### src/rtl/cnff_pkg.sv
`timescale 1ns / 1ps
// Shared types, codes and stop-bit tables for the cassette nibble frame encoder.
// Used by cnff_front, cnff_queue, cnff_back and the top level; depends on nothing.
package cnff_pkg;

	// Sync word length and frame geometry
	localparam int SYNC_BITS = 32;
	localparam int NIB_PART  = 5;
	localparam int FRAME_MAX = 22;
	localparam int RUN_MAX   = (SYNC_BITS > FRAME_MAX) ? SYNC_BITS : FRAME_MAX;
	localparam int POS_W     = $clog2(RUN_MAX);
	localparam int STOP_W    = 3;

	// Register reset values
	localparam logic [7:0]  BLOCK_LENGTH_RST = 8'd120;
	localparam logic [15:0] TONE_ZERO_RST    = 16'hCCCC;
	localparam logic [15:0] TONE_ONE_RST     = 16'hAAAA;

	// Mode used for an explicit sum request
	localparam logic [3:0] MODE_SUM = 4'd8;

	typedef enum logic [1:0] {
		CFG_BLOCK_LENGTH = 2'd0,
		CFG_TONE_ZERO    = 2'd1,
		CFG_TONE_ONE     = 2'd2,
		CFG_NONE         = 2'd3
	} cfg_idx_t;

	typedef enum logic [1:0] {
		FUNC_DATA  = 2'd0,
		FUNC_SYNC  = 2'd1,
		FUNC_SUM   = 2'd2,
		FUNC_CLEAR = 2'd3
	} func_t;

	typedef enum logic {
		JOB_FRAME = 1'b0,
		JOB_SYNC  = 1'b1
	} job_kind_t;

	// One classified transaction waiting for the serialiser
	typedef struct packed {
		job_kind_t         kind;
		logic [STOP_W-1:0] stop_hi;
		logic [STOP_W-1:0] stop_lo;
		logic [7:0]        data;
		logic              sum_pend;
		logic [7:0]        sum_data;
	} job_t;

	// Stop ones after the high nibble; modes beyond the table act as mode 8
	function automatic logic [STOP_W-1:0] stop_hi_of(input logic [3:0] mode);
		logic [STOP_W-1:0] r;
		unique case (mode)
			4'd0: r = 3'd6;
			4'd1: r = 3'd5;
			4'd2: r = 3'd5;
			4'd3: r = 3'd4;
			default: r = 3'd1;
		endcase
		return r;
	endfunction

	// Stop ones after the low nibble
	function automatic logic [STOP_W-1:0] stop_lo_of(input logic [3:0] mode);
		logic [STOP_W-1:0] r;
		unique case (mode)
			4'd0: r = 3'd6;
			4'd1: r = 3'd6;
			4'd2: r = 3'd5;
			4'd3: r = 3'd5;
			4'd4: r = 3'd6;
			4'd5: r = 3'd5;
			4'd6: r = 3'd4;
			4'd7: r = 3'd3;
			default: r = 3'd2;
		endcase
		return r;
	endfunction

endpackage

### src/rtl/cassette_nibble_frame_fsk_encoder_unit.sv
`timescale 1ns / 1ps
// Cassette nibble frame encoder, top level.
// Input channel (in_valid / in_stall) takes one command per transaction: a data
// byte to frame, a 32-one sync word, a request to send the running sum, or a
// clear of the sum. Output channel (out_valid / out_stall) gives one line bit
// per transaction, high nibble first, bits of a nibble least significant first,
// with its tone word; last_of_run marks the final bit caused by a command.
// A data byte gives 13 to 22 bits (twice that when it closes a block and the sum
// frame follows), a sync word 32 bits, a sum request 13 bits, a clear nothing.
// A command passes the job queue, the serialiser's job register and the output
// register before its first bit; the single serialiser then sends one bit per
// cycle unless the receiver stalls. A two-entry job queue lets commands be
// taken while earlier ones are being serialised, so commands stream with no gap.
// Reset clears the sum, block count, queue and output, and loads the register
// defaults (block length 120, tones 0xCCCC and 0xAAAA). When the receiver
// stalls, the output register holds; once the queue fills, in_stall rises.
// The user must write configuration (cfg_we, cfg_index, cfg_data) only while
// idle; the block does not enforce it. Depends on cnff_pkg, cnff_front, cnff_queue, cnff_back.
module cassette_nibble_frame_fsk_encoder_unit (
	input  logic        clk,
	input  logic        arst_n,
	input  logic        cfg_we,
	input  logic [1:0]  cfg_index,
	input  logic [15:0] cfg_data,
	input  logic        in_valid,
	output logic        in_stall,
	input  logic [1:0]  func,
	input  logic [3:0]  mode,
	input  logic [7:0]  data_byte,
	input  logic        add_to_checksum,
	output logic        out_valid,
	input  logic        out_stall,
	output logic        line_bit,
	output logic [15:0] tone_word,
	output logic        last_of_run
);

	logic [7:0]     block_length_q;
	logic [15:0]    tone_zero_q;
	logic [15:0]    tone_one_q;
	logic           push;
	cnff_pkg::job_t push_job;
	logic           q_full;
	logic           pop;
	logic           head_valid;
	cnff_pkg::job_t head_job;

	// Configuration registers
	always_ff @(posedge clk or negedge arst_n) begin
		if (!arst_n) begin
			block_length_q <= cnff_pkg::BLOCK_LENGTH_RST;
			tone_zero_q    <= cnff_pkg::TONE_ZERO_RST;
			tone_one_q     <= cnff_pkg::TONE_ONE_RST;
		end else if (cfg_we) begin
			unique case (cnff_pkg::cfg_idx_t'(cfg_index))
				cnff_pkg::CFG_BLOCK_LENGTH: block_length_q <= cfg_data[7:0];
				cnff_pkg::CFG_TONE_ZERO:    tone_zero_q    <= cfg_data;
				cnff_pkg::CFG_TONE_ONE:     tone_one_q     <= cfg_data;
				cnff_pkg::CFG_NONE: begin
				end
				default: begin
				end
			endcase
		end
	end

	cnff_front u_front (
		.clk            (clk),
		.arst_n         (arst_n),
		.in_valid       (in_valid),
		.func           (func),
		.mode           (mode),
		.data_byte      (data_byte),
		.add_to_checksum(add_to_checksum),
		.block_length   (block_length_q),
		.q_full         (q_full),
		.in_stall       (in_stall),
		.push           (push),
		.push_job       (push_job)
	);

	cnff_queue u_queue (
		.clk       (clk),
		.arst_n    (arst_n),
		.push      (push),
		.push_job  (push_job),
		.pop       (pop),
		.full      (q_full),
		.head_valid(head_valid),
		.head_job  (head_job)
	);

	cnff_back u_back (
		.clk        (clk),
		.arst_n     (arst_n),
		.head_valid (head_valid),
		.head_job   (head_job),
		.tone_zero  (tone_zero_q),
		.tone_one   (tone_one_q),
		.out_stall  (out_stall),
		.pop        (pop),
		.out_valid  (out_valid),
		.line_bit   (line_bit),
		.tone_word  (tone_word),
		.last_of_run(last_of_run)
	);

endmodule

### src/rtl/cnff_front.sv
`timescale 1ns / 1ps
// Front end: accepts input transactions, keeps the running sum and block count
// and turns each transaction but a clear into a serialiser job. Depends on cnff_pkg.
module cnff_front (
	input  logic                clk,
	input  logic                arst_n,
	input  logic                in_valid,
	input  logic [1:0]          func,
	input  logic [3:0]          mode,
	input  logic [7:0]          data_byte,
	input  logic                add_to_checksum,
	input  logic [7:0]          block_length,
	input  logic                q_full,
	output logic                in_stall,
	output logic                push,
	output cnff_pkg::job_t      push_job
);

	logic [7:0] sum_q;
	logic [7:0] count_q;
	logic       accept;
	logic [8:0] sum_hi;
	logic [7:0] sum_adj;
	logic [7:0] sum_new;
	logic [7:0] count_new;
	logic       blk_done;

	assign in_stall = q_full;
	assign accept   = in_valid && !q_full;

	// High nibble with end-around carry, then low nibble with wrap
	always_comb begin
		sum_hi    = {1'b0, sum_q} + 9'(data_byte[7:4]);
		sum_adj   = sum_hi[8] ? (sum_hi[7:0] + 8'd1) : sum_hi[7:0];
		sum_new   = sum_adj + 8'(data_byte[3:0]);
		count_new = count_q + 8'd1;
		blk_done  = (count_new >= block_length);
	end

	// Classify the transaction into a job
	always_comb begin
		push_job          = '0;
		push_job.kind     = cnff_pkg::JOB_FRAME;
		push_job.stop_hi  = cnff_pkg::stop_hi_of(mode);
		push_job.stop_lo  = cnff_pkg::stop_lo_of(mode);
		push_job.data     = data_byte;
		push_job.sum_pend = add_to_checksum && blk_done;
		push_job.sum_data = sum_new;
		push              = 1'b0;
		unique case (cnff_pkg::func_t'(func))
			cnff_pkg::FUNC_DATA: begin
				push = accept;
			end
			cnff_pkg::FUNC_SYNC: begin
				push          = accept;
				push_job.kind = cnff_pkg::JOB_SYNC;
			end
			cnff_pkg::FUNC_SUM: begin
				push              = accept;
				push_job.stop_hi  = cnff_pkg::stop_hi_of(cnff_pkg::MODE_SUM);
				push_job.stop_lo  = cnff_pkg::stop_lo_of(cnff_pkg::MODE_SUM);
				push_job.data     = sum_q;
				push_job.sum_pend = 1'b0;
			end
			cnff_pkg::FUNC_CLEAR: begin
				push = 1'b0;
			end
			default: begin
				push = 1'b0;
			end
		endcase
	end

	// Update the running sum and block count
	always_ff @(posedge clk or negedge arst_n) begin
		if (!arst_n) begin
			sum_q   <= '0;
			count_q <= '0;
		end else if (accept) begin
			if (func == cnff_pkg::FUNC_CLEAR) begin
				sum_q   <= '0;
				count_q <= '0;
			end else if (func == cnff_pkg::FUNC_DATA && add_to_checksum) begin
				if (blk_done) begin
					sum_q   <= '0;
					count_q <= '0;
				end else begin
					sum_q   <= sum_new;
					count_q <= count_new;
				end
			end
		end
	end

endmodule

### src/rtl/cnff_queue.sv
`timescale 1ns / 1ps
// Two-entry job queue between the front end and the serialiser.
// Depends on cnff_pkg for the job type.
module cnff_queue (
	input  logic           clk,
	input  logic           arst_n,
	input  logic           push,
	input  cnff_pkg::job_t push_job,
	input  logic           pop,
	output logic           full,
	output logic           head_valid,
	output cnff_pkg::job_t head_job
);

	cnff_pkg::job_t mem_q [2];
	logic           wr_ptr_q;
	logic           rd_ptr_q;
	logic [1:0]     count_q;

	assign full       = (count_q == 2'd2);
	assign head_valid = (count_q != 2'd0);
	assign head_job   = mem_q[rd_ptr_q];

	// Store incoming jobs
	always_ff @(posedge clk) begin
		if (push) begin
			mem_q[wr_ptr_q] <= push_job;
		end
	end

	// Advance pointers and occupancy
	always_ff @(posedge clk or negedge arst_n) begin
		if (!arst_n) begin
			wr_ptr_q <= 1'b0;
			rd_ptr_q <= 1'b0;
			count_q  <= 2'd0;
		end else begin
			if (push) begin
				wr_ptr_q <= !wr_ptr_q;
			end
			if (pop) begin
				rd_ptr_q <= !rd_ptr_q;
			end
			if (push && !pop) begin
				count_q <= count_q + 2'd1;
			end else if (pop && !push) begin
				count_q <= count_q - 2'd1;
			end
		end
	end

	a_no_overflow: assert property (@(posedge clk) disable iff (!arst_n)
		!(push && full))
		else $error("job queue overflow");

	a_no_underflow: assert property (@(posedge clk) disable iff (!arst_n)
		!(pop && !head_valid))
		else $error("job queue underflow");

	a_count_range: assert property (@(posedge clk) disable iff (!arst_n)
		count_q != 2'd3)
		else $error("job queue count out of range");

	a_ptr_match: assert property (@(posedge clk) disable iff (!arst_n)
		(count_q == 2'd1) |-> (wr_ptr_q != rd_ptr_q))
		else $error("job queue pointers disagree with count");

endmodule

### src/rtl/cnff_back.sv
`timescale 1ns / 1ps
// Serialiser: walks the current job, one line bit per cycle unless stalled,
// into an output register with its tone word. Depends on cnff_pkg.
module cnff_back (
	input  logic           clk,
	input  logic           arst_n,
	input  logic           head_valid,
	input  cnff_pkg::job_t head_job,
	input  logic [15:0]    tone_zero,
	input  logic [15:0]    tone_one,
	input  logic           out_stall,
	output logic           pop,
	output logic           out_valid,
	output logic           line_bit,
	output logic [15:0]    tone_word,
	output logic           last_of_run
);

	localparam int PW = cnff_pkg::POS_W;

	cnff_pkg::job_t job_q;
	logic           busy_q;
	logic           second_q;
	logic [PW-1:0]  pos_q;
	logic           out_valid_q;
	logic           line_bit_q;
	logic [15:0]    tone_q;
	logic           last_q;

	logic           adv;
	logic [PW-1:0]  p1;
	logic [PW-1:0]  run_len;
	logic [PW-1:0]  q;
	logic [7:0]     cur_byte;
	logic [3:0]     nib;
	logic [1:0]     nib_idx;
	logic           bit_now;
	logic           end_bit;
	logic           go_second;
	logic           last_now;

	assign adv = !out_valid_q || !out_stall;

	// Work out the bit at the current position
	always_comb begin
		p1       = PW'(cnff_pkg::NIB_PART) + PW'(job_q.stop_hi);
		cur_byte = second_q ? job_q.sum_data : job_q.data;
		if (pos_q < p1) begin
			q   = pos_q;
			nib = cur_byte[7:4];
		end else begin
			q   = pos_q - p1;
			nib = cur_byte[3:0];
		end
		nib_idx = 2'(q - PW'(1));
		if (job_q.kind == cnff_pkg::JOB_SYNC) begin
			run_len = PW'(cnff_pkg::SYNC_BITS);
			bit_now = 1'b1;
		end else begin
			run_len = p1 + PW'(cnff_pkg::NIB_PART) + PW'(job_q.stop_lo);
			if (q == '0) begin
				bit_now = 1'b0;
			end else if (q <= PW'(4)) begin
				bit_now = nib[nib_idx];
			end else begin
				bit_now = 1'b1;
			end
		end
		end_bit   = (pos_q == run_len - PW'(1));
		go_second = (job_q.kind == cnff_pkg::JOB_FRAME) && !second_q && job_q.sum_pend;
		last_now  = end_bit && !go_second;
	end

	// Take the next job when idle or as the current one finishes
	assign pop = head_valid && (!busy_q || (adv && last_now));

	// Walk the current job
	always_ff @(posedge clk or negedge arst_n) begin
		if (!arst_n) begin
			busy_q   <= 1'b0;
			second_q <= 1'b0;
			pos_q    <= '0;
		end else if (pop) begin
			busy_q   <= 1'b1;
			second_q <= 1'b0;
			pos_q    <= '0;
		end else if (busy_q && adv) begin
			if (end_bit && go_second) begin
				second_q <= 1'b1;
				pos_q    <= '0;
			end else if (end_bit) begin
				busy_q <= 1'b0;
			end else begin
				pos_q <= pos_q + PW'(1);
			end
		end
	end

	always_ff @(posedge clk) begin
		if (pop) begin
			job_q <= head_job;
		end
	end

	// Output register: hold while stalled
	always_ff @(posedge clk or negedge arst_n) begin
		if (!arst_n) begin
			out_valid_q <= 1'b0;
		end else if (adv) begin
			out_valid_q <= busy_q;
		end
	end

	always_ff @(posedge clk) begin
		if (adv && busy_q) begin
			line_bit_q <= bit_now;
			tone_q     <= bit_now ? tone_one : tone_zero;
			last_q     <= last_now;
		end
	end

	assign out_valid   = out_valid_q;
	assign line_bit    = line_bit_q;
	assign tone_word   = tone_q;
	assign last_of_run = last_q;

endmodule
### config.mk
export PLATFORM = sky130hd
export DESIGN_NAME = cassette_nibble_frame_fsk_encoder_unit
export DESIGN_NICKNAME = d
export VERILOG_FILES = /design/src/rtl/cnff_pkg.sv /design/src/rtl/cassette_nibble_frame_fsk_encoder_unit.sv /design/src/rtl/cnff_front.sv /design/src/rtl/cnff_queue.sv /design/src/rtl/cnff_back.sv
export SDC_FILE = /design/constraint.sdc
export NUM_CORES = 1
export LEC_CHECK = 0
export BUFFER_PORTS_ARGS = -buffer_cell sky130_fd_sc_hd__buf_2
export CORE_MARGIN = 1.5
export CORE_UTILIZATION = 55
export DETAILED_ROUTE_END_ITERATION = 16
export PLACE_DENSITY = 0.74
export SKIP_CTS_REPAIR_TIMING = 1
export SYNTH_ARGS = -nofsm -noshare
export SYNTH_HDL_FRONTEND = slang
export SYNTH_HIERARCHICAL = 1
export SYNTH_SLANG_ARGS = --single-unit
### constraint.sdc
create_clock -name clk -period 12.4 [get_ports clk]
set_clock_uncertainty 0.15 [all_clocks]
set_input_delay 0.62 -clock clk [delete_from_list [all_inputs] [get_ports clk]]
set_output_delay 0.62 -clock clk [all_outputs]
set_load 0.05 [all_outputs]
### Word-level counts from Yosys, hierarchy flattened

Memories as Yosys holds them, arrays and structs flattened. A register that Yosys moved wholly into a read port is not among the register bits.
Cells that the tools add are included.

* output and inout port bits: 20
* word-level logic and storage cells: 127
* bits in latches: 0
* bits of input ports: 38
* memory bits (writable): 48
* memories: 2
* bits in registers: 86
* ROM bits: 24

Memories
* u_queue.mem_q: depth 2, width 24, rd ports 1, clocked after memory_dff 1, wr ports 1, RTL line cnff_queue.sv:15 `cnff_pkg::job_t mem_q [2];`
* (name not given): depth 8, width 3, rd ports 1, clocked after memory_dff 0, wr ports 0, RTL line cnff_pkg.sv:67 `unique case (mode)`

* bitwise logic cells: 1
* $lt $le $gt $ge: 4
* add/subtract/negate cells: 13
* divide/modulo/power cells: 0
* multiplexer cells: 37
* equality and inequality tests: 12
* multipliers: 0
* reduce and logical (&&, ||, !) cells: 43
* shift-type cells: 0

Operators by type and width (number)
* $mux W8: 8
* $mux W5: 6
* $add A8 B1 Y8 const B: 2
* $mux W16: 1
* $mux W15: 1
* $mux W1: 14
* $logic_and A1 B1 Y1: 12
* $reduce_and A2 Y1: 6
* $reduce_bool A2 Y1: 6
* $logic_not A1 Y1: 10
* $add A8 B4 Y9: 1
* $pmux W3 S3: 1
* $add A8 B4 Y8: 1
* $eq A2 B2 Y1 const B: 4
* $eq A4 B2 Y1 const B: 2
* $ge A8 B8 Y1: 1
* $add A5 B1 Y5 const B: 1
* $add A5 B3 Y5: 1
* $add A5 B3 Y5 const B: 1
* $eq A5 B5 Y1: 1
* $le A5 B3 Y1 const B: 1
* $logic_not A5 Y1: 1
* $lt A5 B5 Y1: 1
* $sub A5 B1 Y5 const B: 1
* 21 further kinds: 26

### Longest topological paths before layout

* word-level depth: 13
* depth in mapped cells: 17
* depth with buffers taken out: 17

### Cells and area by module

The synthesis kept the hierarchy.

Modules (own cells, without submodules)
* cnff_back: cells each 197, times used 1, area an instance 2726.4 µm², sequential area each 1461.4 µm²
* cnff_queue: cells each 91, times used 1, area an instance 2023.2 µm², sequential area each 1541.5 µm²
* cnff_front: cells each 223, times used 1, area an instance 1938.1 µm², sequential area each 400.4 µm²
* cassette_nibble_frame_fsk_encoder_unit: cells each 85, times used 1, area an instance 1550.2 µm², sequential area each 1026.0 µm²

### Worst setup path before layout

OpenSTA, ideal clock, no wires.

* path kind: register -> register
* start point: register u_back/job_q[20] (netlist name)
* end point: register u_queue.count_q[1]
* stages on the path, launching flop included: 17
* setup slack: 7.555 ns
* data arrival time: 4.616 ns
* path buffers: 0
* period minus slack after synthesis: 4.845 ns
* library setup time: 0.079 ns
* path through: edfxtp_1 > ha_1 > ha_1 > ha_1 > fa_1 > nor3b_1 > xnor3_1 > nor3_1 > a311oi_2 > or3_1 > o31ai_1 > and2_1 > inv_1 > ha_1 > xor2_1 > nor2_1 > xor2_1

* word-level cells in the longest chain between the ends: 13

Ends and longest elaborated chain
* $add A3 B3 Y4 *: RTL line cnff_back.sv:46 `p1 = PW'(cnff_pkg::NIB_PART) + PW'(job_q.stop_hi);`
* $add A5 B3 Y5 * (2 in a row): RTL line cnff_back.sv:60 `run_len = p1 + PW'(cnff_pkg::NIB_PART) + PW'(job_q.stop_lo);`
* $mux W5 *: RTL line cnff_back.sv:56 `if (job_q.kind == cnff_pkg::JOB_SYNC) begin`
* $sub A5 B1 Y5 *: RTL line cnff_back.sv:69 `end_bit = (pos_q == run_len - PW'(1));`
* $eq A5 B5 Y1 *: RTL line cnff_back.sv:69
* $logic_and A1 B1 Y1 *: RTL line cnff_back.sv:71 `last_now = end_bit && !go_second;`
* $logic_and A1 B1 Y1 *: RTL line cnff_back.sv:75 `assign pop = head_valid && (!busy_q || (adv && last_now));`
* $logic_or A1 B1 Y1 *: RTL line cnff_back.sv:75
* $logic_and A1 B1 Y1 *: RTL line cnff_back.sv:75
* named net pop: RTL line cassette_nibble_frame_fsk_encoder_unit.sv:44 `logic pop;`
* $logic_not A1 Y1: RTL line cnff_queue.sv:44 `if (push && !pop) begin`
* $logic_and A1 B1 Y1: RTL line cnff_queue.sv:44
* $mux W2 or $reduce_bool A2 Y1 (tied branches)
* end signal: assignment: RTL line cnff_queue.sv:45 `count_q <= count_q + 2'd1;`
* end signal: assignment: RTL line cnff_queue.sv:47 `count_q <= count_q - 2'd1;`
* end: declaration: RTL line cnff_queue.sv:18 `logic [1:0] count_q;`

Mark *: on every way through the listed nets, which the timed path passes. The rest lies on a longest branch.
A chain may end at the register's enable or synchronous reset.

### Worst setup path after layout

* start point: register u_back/job_q[20] (netlist name)
* end point: register u_queue.count_q[1]

* word-level cells in the longest chain between the ends: 13

Ends and longest elaborated chain (RTL line)
* $add A3 B3 Y4 *: cnff_back.sv:46
* $add A5 B3 Y5 * (2 in a row): cnff_back.sv:60
* $mux W5 *: cnff_back.sv:56
* $sub A5 B1 Y5 *: cnff_back.sv:69
* $eq A5 B5 Y1 *: cnff_back.sv:69
* $logic_and A1 B1 Y1 *: cnff_back.sv:71
* $logic_and A1 B1 Y1 *: cnff_back.sv:75
* $logic_or A1 B1 Y1 *: cnff_back.sv:75
* $logic_and A1 B1 Y1 *: cnff_back.sv:75
* named net pop: cassette_nibble_frame_fsk_encoder_unit.sv:44
* $logic_not A1 Y1: cnff_queue.sv:44
* $logic_and A1 B1 Y1: cnff_queue.sv:44
* $mux W2 or $reduce_bool A2 Y1 (tied branches)

Marked as above.

==> results.md <==
| Quantity | Value | Unit |
| --- | --- | --- |
| Result of the run | finished clean | - |
| Total routed wirelength | 14.54 | mm |
| Peak per-stage delay on the critical path | 0.94 | ns |
| Core area | 14590 | sq um |
| Remaining design rule violation count | 0 | - |
| Fraction of synthesis flops using an asynchronous set or reset pin | 43.04 | % |
| Type of the worst setup path | register to register | - |
| Number of placed cells counting well taps | 820 | - |
| Cell mode on critical path | sky130_fd_sc_hd__ha_1 | - |
| Maximum clock rate | 182.4 | MHz |
| Starting density of the core | 56.47 | % |
| Maximum fanout count along the critical path | 26 | - |
| GP Congestion | 0.8729 | - |
| Min Clock Period, post-route | 5.483 | ns |
| Top-level port count | 58 | - |
| Worst-case hold slack | 0.2284 | ns |
| Cell type with the largest total area after synthesis | sky130_fd_sc_hd__edfxtp_1 | - |
| Period utilization | 44.22 | % |
| Final Hold Violating Endpoints | 0 | - |
| Number of cells traversed by the worst register-to-register path | 15 | - |
| Max-cap violations | 0 | - |
| Slowest CP cell | sky130_fd_sc_hd__and2_1 | - |
| Number of different library cells in the post-synthesis netlist | 72 | - |
| Final count of negative-setup-slack endpoints | 0 | - |
| Layout Nets | 735 | - |
| Clock tree sinks | 158 | - |
| Number of global-route vias before repair | 5078 | - |
| Kind of cell adding the most delay to the critical path | simple AND/OR/NAND/NOR gates | - |
| Number of buffer and inverter instances along the worst setup path | 1 | - |
| Path category of the worst min-delay check | input port to async pin | - |
| Num CTS Buffers | 17 | - |
| Y dimension of the die | 125.4 | microns |
| Die Outline Area | 15720 | sq um |
| Worst-case setup slack after placement | 6.941 | ns |
| Clk Latency, worst-skew pair | 0.42 | ns |
| Dominant synthesized flop cell | sky130_fd_sc_hd__edfxtp_1 | - |
| Pwr per Cell Area | 218.5 | nW/um^2 |
| Iter 0 DRT Violations | 349 | - |
| Critical-path cell list | ha_1 -> ha_1 -> ha_1 -> fa_1 -> nor3b_1 -> xnor3_1 -> nor3_1 -> a311oi_2 -> or3_1 -> o31ai_1 -> and2_1 -> inv_1 -> ha_1 -> nor2_1 -> xor2_1 | - |
| Max_slew headroom | 14.72 | % |
| Mean Syn Cell Area | 13.82 | sq um |
| Fraction of the yosys area taken by sequential cells | 53.77 | % |
| Buffer depth of the longest clock path | 2 | - |
| Wire length per cell | 17.07 | microns |
| Die width | 125.4 | microns |
| Port Buffer Count | 57 | - |
| Data required time of the worst path | 12.60 | ns |
| DR vias/cell | 5.657 | - |
| Total via count in the routed design | 4820 | - |
| Unrepaired setup endpoints after global routing | no | - |
| Data arrival time of the critical path | 5.68 | ns |
| Final antenna-violating net count | 0 | - |
| Leak Pwr | 3.841 | nW |
| Fin worst setup slack | 6.917 | ns |
| CTS H-tree depth | 4 | - |
| Overflow after GRT | 0 | - |
| Clock transition at the registers of the reported paths | 0.06 | ns |
| Number of max-slew violations in the final report | 0 | - |
| Number of rows created at floorplan | 44 | - |
| First-pass GRT wire length | 24.61 | mm |
| GR Util All Layers | 19.80 | % |
| N_diodes | 0 | - |
| Number of detailed-routing iterations run before antenna repair | 4 | - |
| Synthesis Warnings | 6 | - |
| Main area contributors after synthesis | sky130_fd_sc_hd__edfxtp_1 (33%), sky130_fd_sc_hd__dfrtp_1 (15%), sky130_fd_sc_hd__mux2_2 (8.2%) | - |
| Accumulated negative setup slack | 0 | ns |
| Synthesized instance count | 596 | - |
| Pin count of the biggest net entering global routing | 69 | - |
| TritonCTS clock tree | done | - |
| Syn-to-layout area delta | 11.74 | % |
| Share of Yosys cell area claimed by the top area cell type | 32.81 | % |
| Final cell count without fillers | 852 | - |
| WP depth | 15 | - |
| Summed instance area of the synthesized netlist | 8238 | sq um |
| Fraction of layout instances using a drive strength above 1 | 33.38 | % |
| Antenna violations before repair | 0 | - |
| Clock root cell | sky130_fd_sc_hd__clkbuf_16 | - |
| Crit path launch type | register | - |
| Number of flops mapped to enable cells by yosys | 90 | - |
| Syn nets | 676 | - |
| Number of synthesized register bits | 158 | - |
| DPL Wire Length | 10.29 | mm |
| IR Drop Worst-Case VDD | 0.0001014 | V |
| Type of destination of the critical path | register | - |
| Slew @ Worst Pin | 1.273 | ns |
==> where the power goes <==
| group | leakage [nW] | total [mW] | internal, mW | switching [mW] |
|---|---|---|---|---|
| clock | 0.282 | 0.523 | 0.316 | 0.207 |
| sequential | 1.64 | 0.789 | 0.715 | 0.0734 |
| combinational | 1.92 | 0.699 | 0.323 | 0.377 |
| total | 3.84 | 2.01 | 1.35 | 0.657 |
==> Yosys cell counts (3+ instances only) <==
cell type / instances
sky130_fd_sc_hd__edfxtp_1: 90
sky130_fd_sc_hd__mux2_2: 60
sky130_fd_sc_hd__dfrtp_1: 48
sky130_fd_sc_hd__inv_1: 39
sky130_fd_sc_hd__ha_1: 38
sky130_fd_sc_hd__mux2_4: 29
sky130_fd_sc_hd__nand2_1: 27
sky130_fd_sc_hd__dfstp_2: 20
sky130_fd_sc_hd__nor2_1: 18
sky130_fd_sc_hd__o21ai_0: 18
sky130_fd_sc_hd__a21oi_1: 17
sky130_fd_sc_hd__xnor2_1: 15
sky130_fd_sc_hd__xor2_1: 14
sky130_fd_sc_hd__a22o_1: 10
sky130_fd_sc_hd__and3_1: 9
sky130_fd_sc_hd__nand3_1: 9
sky130_fd_sc_hd__nor2b_1: 9
sky130_fd_sc_hd__clkbuf_1: 8
sky130_fd_sc_hd__nor3_1: 8
sky130_fd_sc_hd__and2_1: 7
sky130_fd_sc_hd__a21o_1: 6
sky130_fd_sc_hd__or3_1: 6
sky130_fd_sc_hd__nand2b_1: 5
sky130_fd_sc_hd__buf_4: 4
sky130_fd_sc_hd__buf_6: 4
sky130_fd_sc_hd__fa_1: 4
sky130_fd_sc_hd__mux4_1: 4
sky130_fd_sc_hd__nand4_1: 4
sky130_fd_sc_hd__o21bai_1: 4
sky130_fd_sc_hd__or2_2: 4
sky130_fd_sc_hd__and4_1: 3
sky130_fd_sc_hd__buf_12: 3
sky130_fd_sc_hd__nor3b_1: 3
==> routing by layer <==
metal / global-route usage (%) / vias to the layer above / share of wire, % / routed length, microns
li1: - / 2317 / - / -
met1: 24.36 / 2361 / 43 / 6293
met2: 33.75 / 112 / 51 / 7366
met3: 4.750 / 30 / 3.7 / 536
met4: 7.955 / 0 / 2.4 / 346
met5: 0 / - / 0 / 0
==> final cells by class <==
cell class,instances,area (sq um)
Tap cell,184,230.2
Sequential cell,158,4429
Clock buffer,18,429.2
Multi-Input combinational cell,379,3495
Fill cell,1065,5384
Timing Repair Buffer,60,307.8
Inverter,39,146.4
Clock inverter,14,167.7
==> through the flow <==
stage	utilization (%)	instance area, sq um	power (mW)
2_1_floorplan	-	8238	1.375
6_report	63.10	9205	2.011
4_1_cts	63.10	9205	2.028
3_3_place_gp	59.01	8608	1.466
3_5_place_dp	59.01	8608	1.498
5_1_grt	63.10	9205	2.122
==> cell usage in the layout (no fill, tap or decap), types with 10 or more instances in the layout <==
cell,n
sky130_fd_sc_hd__nand2_1,27
sky130_fd_sc_hd__clkbuf_16,17
sky130_fd_sc_hd__xor2_1,14
sky130_fd_sc_hd__o21ai_0,18
sky130_fd_sc_hd__dfrtp_1,48
sky130_fd_sc_hd__ha_1,38
sky130_fd_sc_hd__dfstp_2,20
sky130_fd_sc_hd__a22o_1,10
sky130_fd_sc_hd__a21oi_1,17
sky130_fd_sc_hd__xnor2_1,15
sky130_fd_sc_hd__buf_2,57
sky130_fd_sc_hd__mux2_2,60
sky130_fd_sc_hd__nor2_1,18
sky130_fd_sc_hd__mux2_4,29
sky130_fd_sc_hd__edfxtp_1,90
sky130_fd_sc_hd__inv_1,39
==> sequential cells by signal (all words and copies together) (netlist names) <==
| register | count |
|---|---|
| u_front/count_q | 8 |
| u_back/second_q | 1 |
| u_back/busy_q | 1 |
| u_queue/count_q | 2 |
| u_queue/rd_ptr_q | 1 |
| u_queue/mem_q | 48 |
| block_length_q | 8 |
| u_front/sum_q | 8 |
| u_back/pos_q | 5 |
| tone_one_q | 16 |
| u_back/out_valid | 1 |
| u_queue/wr_ptr_q | 1 |
| u_back/job_q | 24 |
| u_back/last_of_run | 1 |
| u_back/line_bit | 1 |
| tone_zero_q | 16 |
| u_back/tone_word | 16 |
==> final timing paths <==
check / startpoint / to / slack, ns
setup reg to reg: u_back/job_q[20] / u_queue/count_q[1] / 6.92
setup / recovery: u_back/job_q[20] / u_queue/count_q[1] / 6.92
min in group clk: cfg_data[13] / tone_one_q[13] / 0.29
max in group asynchronous: arst_n / u_back/out_valid / 11.29
hold / removal: arst_n / u_front/count_q[6] / 0.23
hold reg to reg: u_queue/count_q[1] / u_queue/count_q[1] / 0.35
==> logic make-up after synthesis <==
logic type	count (synthesis)	synth area share (%)
AO/OA/AOI/OAI	86	8.217
XOR/XNOR	32	3.752
adder cells (fa/ha/maj)	42	6.744
buffers and inverters	59	3.843
flip-flops	158	53.77
multiplexers	95	15.01
AND/OR/NAND/NOR	124	8.673
Power figures use the tool's default switching activity.
